**config.mk**
```make
export PLATFORM = sky130hd
export DESIGN_NAME = console_line_editing_buffer
export DESIGN_NICKNAME = d
export VERILOG_FILES = /design/src/sv/clebuf_pkg.sv /design/src/sv/clebuf_ctrl.sv /design/src/sv/clebuf_datapath.sv /design/src/sv/console_line_editing_buffer.sv
export SDC_FILE = /design/constraint.sdc
export NUM_CORES = 2
export LEC_CHECK = 0
export ABC_AREA = 1
export BUFFER_PORTS_ARGS = -buffer_cell sky130_fd_sc_hd__buf_2
export CAP_MARGIN = 25
export CELL_PAD_IN_SITES_DETAIL_PLACEMENT = 1
export CELL_PAD_IN_SITES_GLOBAL_PLACEMENT = 2
export CORE_ASPECT_RATIO = 0.8
export CORE_MARGIN = 2
export CORE_UTILIZATION = 39
export DETAILED_ROUTE_END_ITERATION = 7
export GPL_TIMING_DRIVEN = 0
export PLACE_DENSITY = 0.72
export REMOVE_ABC_BUFFERS = 1
export SLEW_MARGIN = 20
export SYNTH_ARGS = -nofsm -noshare
export SYNTH_HDL_FRONTEND = slang
export SYNTH_SLANG_ARGS = --single-unit
```
**constraint.sdc**
```tcl
create_clock -name clk -period 4.8 [get_ports clk]
set_input_delay 0.24 -clock clk [delete_from_list [all_inputs] [get_ports clk]]
set_output_delay 0.24 -clock clk [all_outputs]
set_load 0.05 [all_outputs]
```
**src/sv/clebuf_pkg.sv**
```systemverilog
// Shared types and character codes for the console line editing buffer.
package clebuf_pkg;

  // Character codes that steer the line editor.
  localparam logic [7:0] CH_NUL    = 8'h00;
  localparam logic [7:0] CH_CTRL_D = 8'h04;
  localparam logic [7:0] CH_CTRL_H = 8'h08;
  localparam logic [7:0] CH_LF     = 8'h0A;
  localparam logic [7:0] CH_CR     = 8'h0D;
  localparam logic [7:0] CH_CTRL_P = 8'h10;
  localparam logic [7:0] CH_CTRL_U = 8'h15;
  localparam logic [7:0] CH_DEL    = 8'h7F;

  // Largest erase count that the result field can report.
  localparam logic [7:0] ERASE_MAX = 8'hFF;

  // Item codes on the cmd field.
  localparam logic CMD_RX   = 1'b0;
  localparam logic CMD_READ = 1'b1;

  typedef enum logic [2:0] {
    ST_IDLE,
    ST_DECODE,
    ST_READ_EVAL,
    ST_KILL_EVAL,
    ST_FINISH
  } state_t;

  // Which pointer addresses the line store on a read.
  typedef enum logic [1:0] {
    ADDR_READ,
    ADDR_EDIT_DEC,
    ADDR_EDIT_DEC2
  } addr_sel_t;

  typedef struct packed {
    logic      capture;
    logic      exec_byte;
    logic      mem_rd;
    addr_sel_t addr_sel;
    logic      set_empty;
    logic      read_done;
    logic      kill_step;
    logic      load_out;
  } ctrl_cmd_t;

  typedef struct packed {
    logic is_read;
    logic is_kill;
    logic ptr_empty;
    logic line_empty;
    logic rdata_lf;
    logic ep_dec_is_cp;
    logic out_free;
  } dp_status_t;

endpackage

```
**src/sv/clebuf_ctrl.sv**
```systemverilog
// Controller state machine of the console line editing buffer.
module clebuf_ctrl (
  input  logic                  clk,
  input  logic                  rst,
  input  logic                  in_valid,
  output logic                  in_ready,
  input  clebuf_pkg::dp_status_t status,
  output clebuf_pkg::ctrl_cmd_t  cmd_o
);

  clebuf_pkg::state_t state;
  clebuf_pkg::state_t state_next;

  // State register.
  always_ff @(posedge clk) begin
    if (rst) begin
      state <= clebuf_pkg::ST_IDLE;
    end else begin
      state <= state_next;
    end
  end

  // Next state.
  always_comb begin
    state_next = state;
    unique case (state)
      clebuf_pkg::ST_IDLE: begin
        if (in_valid) state_next = clebuf_pkg::ST_DECODE;
      end
      clebuf_pkg::ST_DECODE: begin
        priority if (status.is_read) begin
          state_next = status.ptr_empty ? clebuf_pkg::ST_FINISH : clebuf_pkg::ST_READ_EVAL;
        end else if (status.is_kill) begin
          state_next = status.line_empty ? clebuf_pkg::ST_FINISH : clebuf_pkg::ST_KILL_EVAL;
        end else begin
          state_next = clebuf_pkg::ST_FINISH;
        end
      end
      clebuf_pkg::ST_READ_EVAL: begin
        state_next = clebuf_pkg::ST_FINISH;
      end
      clebuf_pkg::ST_KILL_EVAL: begin
        if (status.rdata_lf || status.ep_dec_is_cp) state_next = clebuf_pkg::ST_FINISH;
      end
      clebuf_pkg::ST_FINISH: begin
        if (status.out_free) state_next = clebuf_pkg::ST_IDLE;
      end
      default: state_next = clebuf_pkg::ST_IDLE;
    endcase
  end

  // Commands to the datapath.
  always_comb begin
    cmd_o          = '0;
    cmd_o.addr_sel = clebuf_pkg::ADDR_READ;
    in_ready       = 1'b0;
    unique case (state)
      clebuf_pkg::ST_IDLE: begin
        in_ready      = 1'b1;
        cmd_o.capture = in_valid;
      end
      clebuf_pkg::ST_DECODE: begin
        priority if (status.is_read) begin
          cmd_o.set_empty = status.ptr_empty;
          cmd_o.mem_rd    = !status.ptr_empty;
          cmd_o.addr_sel  = clebuf_pkg::ADDR_READ;
        end else if (status.is_kill) begin
          cmd_o.mem_rd   = !status.line_empty;
          cmd_o.addr_sel = clebuf_pkg::ADDR_EDIT_DEC;
        end else begin
          cmd_o.exec_byte = 1'b1;
        end
      end
      clebuf_pkg::ST_READ_EVAL: begin
        cmd_o.read_done = 1'b1;
      end
      clebuf_pkg::ST_KILL_EVAL: begin
        // Erase one byte per cycle and fetch the one before it.
        if (!status.rdata_lf) begin
          cmd_o.kill_step = 1'b1;
          cmd_o.mem_rd    = !status.ep_dec_is_cp;
          cmd_o.addr_sel  = clebuf_pkg::ADDR_EDIT_DEC2;
        end
      end
      clebuf_pkg::ST_FINISH: begin
        cmd_o.load_out = status.out_free;
      end
      default: begin
        in_ready = 1'b0;
      end
    endcase
  end

endmodule

```
**src/sv/clebuf_datapath.sv**
```systemverilog
// Datapath of the console line editing buffer: pointers, line store and result registers.
module clebuf_datapath #(
  parameter int BUFFER_DEPTH = 128
) (
  input  logic                  clk,
  input  logic                  rst,
  input  clebuf_pkg::ctrl_cmd_t  cmd_i,
  output clebuf_pkg::dp_status_t status,
  input  logic                  cmd,
  input  logic [7:0]            rx_char,
  input  logic                  read_first,
  output logic                  out_valid,
  input  logic                  out_ready,
  output logic                  echo_valid,
  output logic [7:0]            echo_char,
  output logic [7:0]            erase_count,
  output logic                  dump_request,
  output logic                  line_ready,
  output logic                  read_valid,
  output logic [7:0]            read_char,
  output logic                  read_eof,
  output logic                  read_empty,
  output logic                  read_line_end
);

  localparam int PW = $clog2(2 * BUFFER_DEPTH);
  localparam int AW = (BUFFER_DEPTH > 1) ? $clog2(BUFFER_DEPTH) : 1;
  localparam logic [PW-1:0] DEPTH_P    = PW'(BUFFER_DEPTH);
  localparam logic [PW-1:0] DEPTH_M1_P = PW'(BUFFER_DEPTH - 1);
  localparam logic [PW-1:0] LAST_P     = PW'(2 * BUFFER_DEPTH - 1);
  localparam logic [PW:0]   TWO_D_X    = (PW + 1)'(2 * BUFFER_DEPTH);

  // Pointer arithmetic, modulo twice the ring depth.
  function automatic logic [PW-1:0] p_inc(input logic [PW-1:0] p);
    return (p == LAST_P) ? '0 : p + PW'(1);
  endfunction

  function automatic logic [PW-1:0] p_dec(input logic [PW-1:0] p);
    return (p == '0) ? LAST_P : p - PW'(1);
  endfunction

  function automatic logic [AW-1:0] p_slot(input logic [PW-1:0] p);
    logic [PW-1:0] s;
    s = (p >= DEPTH_P) ? p - DEPTH_P : p;
    return s[AW-1:0];
  endfunction

  function automatic logic [PW-1:0] p_dist(input logic [PW-1:0] a, input logic [PW-1:0] b);
    logic [PW:0] d;
    d = {1'b0, a} - {1'b0, b};
    if (d[PW]) d = d + TWO_D_X;
    return d[PW-1:0];
  endfunction

  logic [7:0] line_store [BUFFER_DEPTH];
  logic [7:0] rdata;

  logic [PW-1:0] read_pointer, read_pointer_next;
  logic [PW-1:0] commit_pointer, commit_pointer_next;
  logic [PW-1:0] edit_pointer, edit_pointer_next;

  // Captured item.
  logic       it_cmd;
  logic [7:0] it_char;
  logic       it_first;

  // Results gathered while the item is worked on.
  logic       res_echo_valid, res_echo_valid_next;
  logic [7:0] res_echo_char, res_echo_char_next;
  logic [7:0] res_erase, res_erase_next;
  logic       res_dump, res_dump_next;
  logic       res_line_ready, res_line_ready_next;
  logic       res_read_valid, res_read_valid_next;
  logic [7:0] res_read_char, res_read_char_next;
  logic       res_eof, res_eof_next;
  logic       res_empty, res_empty_next;
  logic       res_line_end, res_line_end_next;

  logic          wr_en;
  logic [7:0]    wr_char;
  logic [AW-1:0] raddr;
  logic [PW-1:0] ep_dec;
  logic [PW-1:0] fill;
  logic [7:0]    mapped;

  assign ep_dec = p_dec(edit_pointer);
  assign fill   = p_dist(edit_pointer, read_pointer);
  assign mapped = (it_char == clebuf_pkg::CH_CR) ? clebuf_pkg::CH_LF : it_char;

  // Status to the controller.
  always_comb begin
    status.is_read      = (it_cmd == clebuf_pkg::CMD_READ);
    status.is_kill      = (it_char == clebuf_pkg::CH_CTRL_U);
    status.ptr_empty    = (read_pointer == commit_pointer);
    status.line_empty   = (edit_pointer == commit_pointer);
    status.rdata_lf     = (rdata == clebuf_pkg::CH_LF);
    status.ep_dec_is_cp = (ep_dec == commit_pointer);
    status.out_free     = !out_valid || out_ready;
  end

  // Line store read address.
  always_comb begin
    unique case (cmd_i.addr_sel)
      clebuf_pkg::ADDR_READ:      raddr = p_slot(read_pointer);
      clebuf_pkg::ADDR_EDIT_DEC:  raddr = p_slot(ep_dec);
      clebuf_pkg::ADDR_EDIT_DEC2: raddr = p_slot(p_dec(ep_dec));
      default:                    raddr = p_slot(read_pointer);
    endcase
  end

  // Editing and reading decisions.
  always_comb begin
    read_pointer_next   = read_pointer;
    commit_pointer_next = commit_pointer;
    edit_pointer_next   = edit_pointer;
    res_echo_valid_next = res_echo_valid;
    res_echo_char_next  = res_echo_char;
    res_erase_next      = res_erase;
    res_dump_next       = res_dump;
    res_line_ready_next = res_line_ready;
    res_read_valid_next = res_read_valid;
    res_read_char_next  = res_read_char;
    res_eof_next        = res_eof;
    res_empty_next      = res_empty;
    res_line_end_next   = res_line_end;
    wr_en               = 1'b0;
    wr_char             = mapped;

    if (cmd_i.capture) begin
      res_echo_valid_next = 1'b0;
      res_echo_char_next  = '0;
      res_erase_next      = '0;
      res_dump_next       = 1'b0;
      res_line_ready_next = 1'b0;
      res_read_valid_next = 1'b0;
      res_read_char_next  = '0;
      res_eof_next        = 1'b0;
      res_empty_next      = 1'b0;
      res_line_end_next   = 1'b0;
    end

    // A received byte other than kill-line is done in one step.
    if (cmd_i.exec_byte) begin
      priority if (it_char == clebuf_pkg::CH_CTRL_P) begin
        res_dump_next = 1'b1;
      end else if (it_char == clebuf_pkg::CH_CTRL_H || it_char == clebuf_pkg::CH_DEL) begin
        if (edit_pointer != commit_pointer) begin
          edit_pointer_next = ep_dec;
          res_erase_next    = 8'd1;
        end
      end else if (it_char != clebuf_pkg::CH_NUL && fill < DEPTH_P) begin
        wr_en               = 1'b1;
        edit_pointer_next   = p_inc(edit_pointer);
        res_echo_valid_next = 1'b1;
        res_echo_char_next  = mapped;
        if (mapped == clebuf_pkg::CH_LF || mapped == clebuf_pkg::CH_CTRL_D ||
            fill == DEPTH_M1_P) begin
          commit_pointer_next = p_inc(edit_pointer);
          res_line_ready_next = 1'b1;
        end
      end else begin
        res_erase_next = '0;
      end
    end

    // Kill-line erases one byte per step.
    if (cmd_i.kill_step) begin
      edit_pointer_next = ep_dec;
      if (res_erase != clebuf_pkg::ERASE_MAX) res_erase_next = res_erase + 8'd1;
    end

    if (cmd_i.set_empty) res_empty_next = 1'b1;

    // A Ctrl-D ends the read call and is consumed only at its start.
    if (cmd_i.read_done) begin
      if (rdata == clebuf_pkg::CH_CTRL_D) begin
        if (it_first) read_pointer_next = p_inc(read_pointer);
        res_eof_next = 1'b1;
      end else begin
        read_pointer_next   = p_inc(read_pointer);
        res_read_valid_next = 1'b1;
        res_read_char_next  = rdata;
        res_line_end_next   = (rdata == clebuf_pkg::CH_LF);
      end
    end
  end

  // Line store.
  always_ff @(posedge clk) begin
    if (wr_en) line_store[p_slot(edit_pointer)] <= wr_char;
    if (cmd_i.mem_rd) rdata <= line_store[raddr];
  end

  // Pointers.
  always_ff @(posedge clk) begin
    if (rst) begin
      read_pointer   <= '0;
      commit_pointer <= '0;
      edit_pointer   <= '0;
    end else begin
      read_pointer   <= read_pointer_next;
      commit_pointer <= commit_pointer_next;
      edit_pointer   <= edit_pointer_next;
    end
  end

  // Item capture and result accumulation.
  always_ff @(posedge clk) begin
    if (cmd_i.capture) begin
      it_cmd   <= cmd;
      it_char  <= rx_char;
      it_first <= read_first;
    end
    res_echo_valid <= res_echo_valid_next;
    res_echo_char  <= res_echo_char_next;
    res_erase      <= res_erase_next;
    res_dump       <= res_dump_next;
    res_line_ready <= res_line_ready_next;
    res_read_valid <= res_read_valid_next;
    res_read_char  <= res_read_char_next;
    res_eof        <= res_eof_next;
    res_empty      <= res_empty_next;
    res_line_end   <= res_line_end_next;
  end

  // Output register, held until the item is taken.
  always_ff @(posedge clk) begin
    if (rst) begin
      out_valid <= 1'b0;
    end else if (cmd_i.load_out) begin
      out_valid <= 1'b1;
    end else if (out_ready) begin
      out_valid <= 1'b0;
    end
  end

  always_ff @(posedge clk) begin
    if (cmd_i.load_out) begin
      echo_valid    <= res_echo_valid;
      echo_char     <= res_echo_char;
      erase_count   <= res_erase;
      dump_request  <= res_dump;
      line_ready    <= res_line_ready;
      read_valid    <= res_read_valid;
      read_char     <= res_read_char;
      read_eof      <= res_eof;
      read_empty    <= res_empty;
      read_line_end <= res_line_end;
    end
  end

  // The ring never holds more than its depth.
  a_fill_bound: assert property (@(posedge clk) disable iff (rst) fill <= DEPTH_P)
    else $error("ring fill exceeds depth");

  // The commit point lies between the read and edit points.
  a_commit_order: assert property (@(posedge clk) disable iff (rst)
    p_dist(commit_pointer, read_pointer) <= fill)
    else $error("commit point outside read..edit span");

  // Kill-line never erases past the commit point.
  a_kill_bound: assert property (@(posedge clk) disable iff (rst)
    cmd_i.kill_step |-> (edit_pointer != commit_pointer))
    else $error("erase past commit point");

  // A result is never loaded over one that has not been taken.
  a_no_overwrite: assert property (@(posedge clk) disable iff (rst)
    cmd_i.load_out |-> (!out_valid || out_ready))
    else $error("result overwritten");

endmodule

```
**src/sv/console_line_editing_buffer.sv**
```systemverilog
// A received byte is decoded and carried out, then its result is loaded into the output register;
// a read first fetches its byte from the line store, and a Ctrl-U erases back over the line.
// Throughput: one item at a time; the next item is accepted the cycle after the result is
// loaded, and a kill-line erase walks the single read port of the line store back one byte per cycle.
// Reset (rst, synchronous) clears the pointers, the controller and the output valid.
module console_line_editing_buffer #(
  parameter int BUFFER_DEPTH = 128
) (
  input  logic       clk,
  input  logic       rst,
  input  logic       in_valid,
  output logic       in_ready,
  input  logic       cmd,
  input  logic [7:0] rx_char,
  input  logic       read_first,
  output logic       out_valid,
  input  logic       out_ready,
  output logic       echo_valid,
  output logic [7:0] echo_char,
  output logic [7:0] erase_count,
  output logic       dump_request,
  output logic       line_ready,
  output logic       read_valid,
  output logic [7:0] read_char,
  output logic       read_eof,
  output logic       read_empty,
  output logic       read_line_end
);

  clebuf_pkg::ctrl_cmd_t  ctrl_cmd;
  clebuf_pkg::dp_status_t dp_status;

  clebuf_ctrl u_ctrl (
    .clk      (clk),
    .rst      (rst),
    .in_valid (in_valid),
    .in_ready (in_ready),
    .status   (dp_status),
    .cmd_o    (ctrl_cmd)
  );

  clebuf_datapath #(
    .BUFFER_DEPTH (BUFFER_DEPTH)
  ) u_datapath (
    .clk           (clk),
    .rst           (rst),
    .cmd_i         (ctrl_cmd),
    .status        (dp_status),
    .cmd           (cmd),
    .rx_char       (rx_char),
    .read_first    (read_first),
    .out_valid     (out_valid),
    .out_ready     (out_ready),
    .echo_valid    (echo_valid),
    .echo_char     (echo_char),
    .erase_count   (erase_count),
    .dump_request  (dump_request),
    .line_ready    (line_ready),
    .read_valid    (read_valid),
    .read_char     (read_char),
    .read_eof      (read_eof),
    .read_empty    (read_empty),
    .read_line_end (read_line_end)
  );

endmodule
```
# After elaboration in Yosys (flattened, before gate mapping)
# Memories as Yosys holds them, arrays and structs flattened. A register that Yosys moved wholly into a read port is not among the register bits.
# Index checks and enable logic that the tools add are counted.
[classes]
eq_ne = 29
muxes = 89
bitwise_logic = 2
add_sub_neg = 11
order_cmp = 5
n_reduce_logical = 21
[ops]
columns = ["op", "count"]
rows = [
  ["8-bit 2-to-1 mux", 30],
  ["1-bit 2-to-1 mux", 42],
  ["8-bit by 1-bit adder with 8-bit output, second input constant", 4],
  ["8-bit by 4-bit equality test with 1-bit output, second input constant", 4],
  ["8-bit >= comparator, second input constant", 4],
  ["3-bit 2-to-1 mux", 10],
  ["7-bit 2-to-1 mux", 4],
  ["7-bit by 1-bit subtractor with 7-bit output, second input constant", 4],
  ["8-bit equality test", 3],
  ["8-bit by 3-bit equality test with 1-bit output, second input constant", 2],
  ["8-bit by 5-bit equality test with 1-bit output, second input constant", 2],
  ["8-bit by 7-bit equality test with 1-bit output, second input constant", 2],
  ["8-bit equality test, second input constant", 2],
  ["8-bit zero test", 2],
  ["8-bit by 1-bit subtractor with 8-bit output, second input constant", 2],
  ["3-bit one-hot mux with 5 select lines", 1],
  ["7-bit one-hot mux with 2 select lines", 1],
  ["8-bit by 8-bit subtractor with 9-bit output", 1],
  ["8-bit < comparator, second input constant", 1],
  ["8-bit != test", 1],
  ["8-bit != test, second input constant", 1],
  ["8-bit nonzero test", 1],
  ["3-bit by 2-bit equality test with 1-bit output, second input constant", 2],
  ["2-bit by 1-bit != test with 1-bit output, second input constant", 3],
  ["18 further kinds", 28],
]
[word_totals]
in_bits = 14
register_bits = 100
memories = 1
wordCells = 186
output_inout_bits = 33
ramBits = 1024
[memory_table]
columns = ["name", "depth", "width", "rd", "rd_clocked_by_memory_dff", "wr", "line", "source"]
rows = [
  ["u_datapath.line_store", 128, 8, 1, 1, 1, "clebuf_datapath.sv:55", "logic [7:0] line_store [BUFFER_DEPTH];"],
]

# Logic depth before layout (Yosys ltp)
[depth]
ltp_word = 11
ltp_mapped = 23
ltp_nobuf = 21

# By module
# A second synthesis with hierarchy kept.
[hier_totals]
cells_unflattened = 4673
hier_area_um2 = 49301.0
[by_module_without_submodules]
columns = ["module", "seq_area_each_um2", "cells_per_inst", "area_per_inst_um2", "n_inst"]
rows = [
  ["clebuf_datapath", 33342.0, 4621, 49018.3, 1],
  ["clebuf_ctrl", 60.1, 52, 282.8, 1],
]

# Worst setup path after synthesis
# No wires, ideal clock.
[synth_timing]
path_kind = "register -> register"
start = "register u_datapath.it_char[7]"
end = "register u_datapath.commit_pointer[0]"
n_path_buf = 1
arrival_ns = 4.848
period_less_slack_ns = 4.918
required_ns = 4.730
setup_ns = 0.070
stages_incl_launch_ff = 15
slack_ns = -0.118
path_cell_list = "edfxtp_1 > nor2_1 > inv_1 > nor3_1 > inv_1 > nor3_1 > nor2_1 > inv_1 > nand4_1 > o21ai_0 > a31o_2 > buf_2 > nand2_1 > nand2_1 > a21oi_1"
[synth_between]
elab_chain_cells = 6
elab_cells_between_ends = 19
classes_between = "7 x eq/ne; 4 x mux; 2 x bitwise; 6 x reduce/logical"
[synth_rtl]
columns = ["element", "line", "source"]
rows = [
  ["from (decl)", "clebuf_datapath.sv:64", "logic [7:0] it_char;"],
  ["from (signal assigned)", "clebuf_datapath.sv:211", "it_char <= rx_char;"],
  ["8-bit by 4-bit equality test with 1-bit output (*)", "clebuf_datapath.sv:88", "assign mapped = (it_char == clebuf_pkg::CH_CR) ? clebuf_pkg::CH_LF : it_char;"],
  ["8-bit 2-to-1 mux (*)", "clebuf_datapath.sv:88", ""],
  ["via u_datapath.mapped[2]", "clebuf_datapath.sv:84", "logic [7:0] mapped;"],
  ["8-bit by 4-bit equality test with 1-bit output / 8-bit by 3-bit equality test with 1-bit output (equally long branches)", "clebuf_datapath.sv:156", "if (mapped == clebuf_pkg::CH_LF || mapped == clebuf_pkg::CH_CTRL_D ||"],
  ["1-bit logical OR (*) (2 in series)", "clebuf_datapath.sv:156", ""],
  ["5-bit AND reduction (no source line) (*)", "--", ""],
  ["to (signal assigned)", "clebuf_datapath.sv:202", "commit_pointer <= commit_pointer_next;"],
  ["to (decl)", "clebuf_datapath.sv:59", "logic [PW-1:0] commit_pointer, commit_pointer_next;"],
]
# The timed path passes the listed nets; every way through them passes the cells marked *.
# A chain may end at the register's enable or synchronous reset.

# Final worst setup path
[layout_timing]
start = "register u_datapath.edit_pointer[0]"
end = "memory u_datapath.line_store[24][4], enable pin"
[layout_between]
elab_chain_cells = 11
elab_cells_between_ends = 14
classes_between = "3 x add/sub; 2 x order compare; 8 x mux; 1 x reduce/logical"
[layout_rtl]
columns = ["element", "line", "source"]
rows = [
  ["from (decl)", "clebuf_datapath.sv:60", "logic [PW-1:0] edit_pointer, edit_pointer_next;"],
  ["from (signal assigned)", "clebuf_datapath.sv:203", "edit_pointer <= edit_pointer_next;"],
  ["8-bit by 8-bit subtractor with 9-bit output", "clebuf_datapath.sv:50", "d = {1'b0, a} - {1'b0, b};"],
  ["8-bit by 1-bit adder with 8-bit output", "clebuf_datapath.sv:51", "if (d[PW]) d = d + TWO_D_X;"],
  ["8-bit 2-to-1 mux", "clebuf_datapath.sv:51", ""],
  ["8-bit < comparator", "clebuf_datapath.sv:151", "end else if (it_char != clebuf_pkg::CH_NUL && fill < DEPTH_P) begin"],
  ["1-bit logical AND", "clebuf_datapath.sv:151", ""],
  ["1-bit 2-to-1 mux", "clebuf_datapath.sv:151", ""],
  ["1-bit 2-to-1 mux", "clebuf_datapath.sv:146", "end else if (it_char == clebuf_pkg::CH_CTRL_H || it_char == clebuf_pkg::CH_DEL) begin"],
  ["1-bit 2-to-1 mux", "clebuf_datapath.sv:144", "priority if (it_char == clebuf_pkg::CH_CTRL_P) begin"],
  ["1-bit 2-to-1 mux", "clebuf_datapath.sv:143", "if (cmd_i.exec_byte) begin"],
  ["1-bit 2-to-1 mux", "clebuf_datapath.sv:190", "if (wr_en) line_store[p_slot(edit_pointer)] <= wr_char;"],
  ["1-bit 2-to-1 mux (not written as such)", "clebuf_datapath.sv:190", ""],
  ["to (decl)", "clebuf_datapath.sv:55", ""],
]
# Several ways; a longest one is shown, not always the timed one.

==> flow_metrics.py <==
metrics = {
    "power_and_ir_drop": {
        "power.share.clock_pct": 38.8,
        "leakage_nw": 21.5,
        "comb_power_share_pct": 13.1,
        "ir_drop_uv": 267,
        "p_switching_w": 0.00621,
        "power_frac_seq_pct": 48.1,
        "p_int_w": 0.0170,
        "switching_share_pct": 26.7,
        "power.density_nw_per_um2": 394,
    },
    "place": {
        "dpl.hpwl_um": 100000,
        "postPlaceCellArea_um2": 52400,
        "routabilityCongestion": 0.819,
        "portBuffers": 46,
    },
    "detailed_routing": {
        "vias": 36200,
        "drtAntennaViolNets": 0,
        "routedWlPerCell_um": 26.7,
        "first_iter_violations": 3204,
        "first_pass_iters": 5,
        "wirelength_um": 170000,
        "drc_errors": 0,
        "vias_per_cell": 5.67,
    },
    "final_layout": {
        "largest_register_ffs": 1024,
        "diodes": 0,
        "finalInstanceArea_um2": 59000,
        "fillers": 13000,
        "fin_util_pct": 47.3,
        "nets": 4662,
        "drive_above_1_share_pct": 13.4,
        "area_delta_synth_final_pct": 20.6,
        "regMostFlops": "u_datapath.line_store",
    },
    "min_path": {
        "min_from": "rx_char[3]",
        "hold_class": "in -> reg",
        "min_path_cells": 2,
        "hold_end": "u_datapath.it_char[3]$_DFFE_PP_",
    },
    "timing": {
        "min_period_ns": 4.78,
        "rsz0062_at_grt": "yes",
        "relSlewSlack_pct": 33.0,
        "finalSetupViolCount": 0,
        "hold_violations": 0,
        "worstMarginPinSlew_ns": 1.00,
        "layout_worst_path_cycle_share_pct": 99.5,
        "max_freq_ghz": 0.209,
        "finClkSkew_ns": 0.0374,
        "drv_slew": 0,
    },
    "yosys": {
        "ys_top_cells_by_area": "edfxtp_1 (66%), nand2_1 (9.7%), nand3_1 (9.2%)",
        "synth_edf_count": 1073,
        "syn_area_per_cell_um2": 10.7,
        "synthCells": 4554,
        "async_flop_share_pct": 0,
        "yosys.area.top_type_share_pct": 65.9,
        "yosysTopAreaCell": "edfxtp_1",
        "synth_seq_cells": 1132,
        "synth.distinct_cells": 50,
        "netlist_area_um2": 48900,
        "ys_seq_area_share_pct": 68.3,
        "yosysWarningCount": 0,
        "ys.flop_type": "edfxtp_1",
    },
    "setup_path": {
        "critical_path.most_common_cell": "nand2_1",
        "crit_family": "simple AND/OR/NAND/NOR gates",
        "critical_path.max_fanout": 28,
        "crit_chain": "clkinv_2 > ha_1 > inv_1 > nand3_1 > nand2_1 > nand2_1 > nand2_1 > a21oi_1 > nor2_1 > o21ai_0 > nand2_1 > nand2_1 > nand2_1 > o21ai_0 > nor2_1 > nand2_4 > nor2_1 > nand2_1 > nor2_2",
        "rr_startpoint": "u_datapath.edit_pointer[0]$_SDFFE_PP0P_",
        "cp_slowest_cell": "nor2_2",
        "reg2reg_depth": 19,
        "worstSetupPathType": "reg -> reg",
        "r2r_slack_ns": 0.02,
        "crit_path_end_kind": "flop",
        "cp.arrival_ns": 5.14,
        "timing.rr.end": "u_datapath.line_store[24][4]$_DFFE_PP_",
        "startpoint_type": "flop",
        "slowest_delay_ns": 0.62,
        "worst_ep_required_time_ns": 5.17,
        "path_buf_inv": 2,
    },
    "cts": {
        "cts_sinks": 1132,
        "worstSkewPairLatency_ns": 0.75,
        "cts_buffer_depth": 3,
        "clk_pin_slew_ns": 0.06,
        "cts_buffers": 118,
        "cts_root_buffer": "clkbuf_16",
        "cts-htree-levels": 3,
        "cts_tree": "built",
    },
    "global_routing": {
        "grt_start_max_net_pins": 76,
        "grt_usage_pct": 25.9,
        "grt_pass1_vias": 36200,
        "grt_pass1_wl_um": 246000,
        "grt_antenna_before_repair": 4,
        "grt.overflow.total": 0,
    },
    "job": {
        "cap_viol_max_count": 0,
    },
    "run_status": {
        "status": "finished, final reports clean",
    },
    "floorplanning": {
        "core-area_um2": 125000,
        "fp.dieArea_um2": 128000,
        "io_pins": 47,
        "die_x_um": 400,
        "dieHeight_um": 321,
        "initial_core_util_pct": 39.2,
        "num_rows": 116,
    },
}
routing by layer:
| layer | share of wire [%] | global-route usage [%] |
|---|---|---|
| met3 | 5.0 | 3.63 |
| met4 | 2.3 | 6.54 |
| met5 | 0 | 0 |
| met2 | 46 | 40.7 |
| met1 | 47 | 37.8 |
cell families after synthesis:
logic type                 synth area share, %
and+or+nand+nor                           22.0
DFF                                       68.3
buffers and inverters                     4.00
AOI/OAI and AO/OA                         5.04
adders and majority gates                0.450
xor gates and xnor gates                 0.233
final cells by class:
class	count	area [um2]	area share, %
timing repair inverter	1	8.76	0.0149
inverter	143	558	0.946
clock inverter	61	505	0.857
timing repair buffer	262	4310	7.31
tap	1652	2070	3.50
multi-input combinational	2973	14900	25.3
sequential	1132	33400	56.6
clock buffer	157	3210	5.45
metrics by stage:
stage	cells	setup WS [ns]	setup TNS [ns]	power, W	hold slack [ns]
floorplan	4239	-22.28	-705.48	0.0129	0.309
global placement	5937	-61.93	-8381.90	0.0140	0.416
detailed placement	6056	-2.67	-605.74	0.0141	0.419
CTS	6339	-0.0413	-1.61	0.0233	0.167
global route	6381	-0.279	-43.10	0.0239	0.183
finish	6381	0.0223	0	0.0232	0.219
timing repair:
| action | 4_1_cts | 5_1_grt |
|---|---|---|
| hold buffers | 13 | 0 |
| buffers inserted | 22 | 35 |
| endpoints found under the hold margin | 21 | 0 |
| setup endpoints to repair | 1005 | 939 |
| pin swaps | 10 | 19 |
| cloned | 30 | 7 |
| gates resized for setup | 189 | 99 |
Yosys cell counts, types with 3 or more instances:
cell      number
xnor2_1        5
nand3_2        4
o21ai_0      182
o21ai_1       65
inv_2          6
nand2_2        3
a21oi_1      142
nand4_1       51
nor3_1        27
xor2_1         8
a32o_1         5
nand3b_1       9
nand3_1      895
dfxtp_1       59
nor2_1       203
o211ai_1      32
nor2_2         3
ha_1          16
edfxtp_1    1073
buf_1          6
inv_1        136
clkbuf_1     141
o22ai_1        9
buf_4          7
or2_2          4
nor4_1         8
nand2_1     1267
buf_2        160
worst max-delay path by stage:
stage / start / end / slack (ns) / cells past startpoint
5_1_grt: u_datapath.edit_pointer[0]$_SDFFE_PP0P_ / u_datapath.line_store[24][3]$_DFFE_PP_ / -0.28 / 19
6_report: u_datapath.edit_pointer[0]$_SDFFE_PP0P_ / u_datapath.line_store[24][4]$_DFFE_PP_ / 0.02 / 19
3_3_place_gp: u_datapath.it_char[4]$_DFFE_PP_ / u_datapath.rdata[0]$_DFFE_PP_ / -61.93 / 17
2_1_floorplan: u_datapath.it_char[4]$_DFFE_PP_ / u_datapath.rdata[0]$_DFFE_PP_ / -22.28 / 17
3_5_place_dp: u_datapath.it_char[7]$_DFFE_PP_ / u_datapath.rdata[6]$_DFFE_PP_ / -2.67 / 28
4_1_cts: u_datapath.edit_pointer[0]$_SDFFE_PP0P_ / u_datapath.line_store[13][5]$_DFFE_PP_ / -0.04 / 19
power by group through the flow:
| stage | Combinational, W | Sequential, W | Clock (W) |
|---|---|---|---|
| 2_1_floorplan | 0.00140 | 0.0115 | 0 |
| 3_3_place_gp | 0.00236 | 0.0117 | 0 |
| 3_5_place_dp | 0.00269 | 0.0114 | 0 |
| 4_1_cts | 0.00295 | 0.0112 | 0.00914 |
| 5_1_grt | 0.00327 | 0.0112 | 0.00949 |
| 6_report | 0.00305 | 0.0112 | 0.00903 |
layout by cell type, fill, tap and decap left out, types with 19 or more instances in the layout:
| cell | synthesis | final |
|---|---|---|
| nor2_2 | 3 | 20 |
| bufbuf_16 | 0 | 19 |
| nand3_2 | 4 | 39 |
| buf_8 | 0 | 30 |
| inv_1 | 136 | 132 |
| clkinv_1 | 1 | 33 |
| o21ai_1 | 65 | 66 |
| o211ai_1 | 32 | 32 |
| a21oi_1 | 142 | 141 |
| buf_4 | 7 | 48 |
| edfxtp_1 | 1073 | 1073 |
| o21ai_0 | 182 | 181 |
| nand2_1 | 1267 | 1250 |
| dfxtp_1 | 59 | 57 |
| clkbuf_16 | 0 | 126 |
| buf_12 | 0 | 37 |
| nand3_1 | 895 | 854 |
| clkbuf_1 | 141 | 31 |
| nor2_1 | 203 | 95 |
| nand4_1 | 51 | 51 |
| buf_16 | 0 | 58 |
| nor2_4 | 2 | 93 |
| buf_2 | 160 | 47 |
Note: power is estimated with default switching activity, not from simulation.
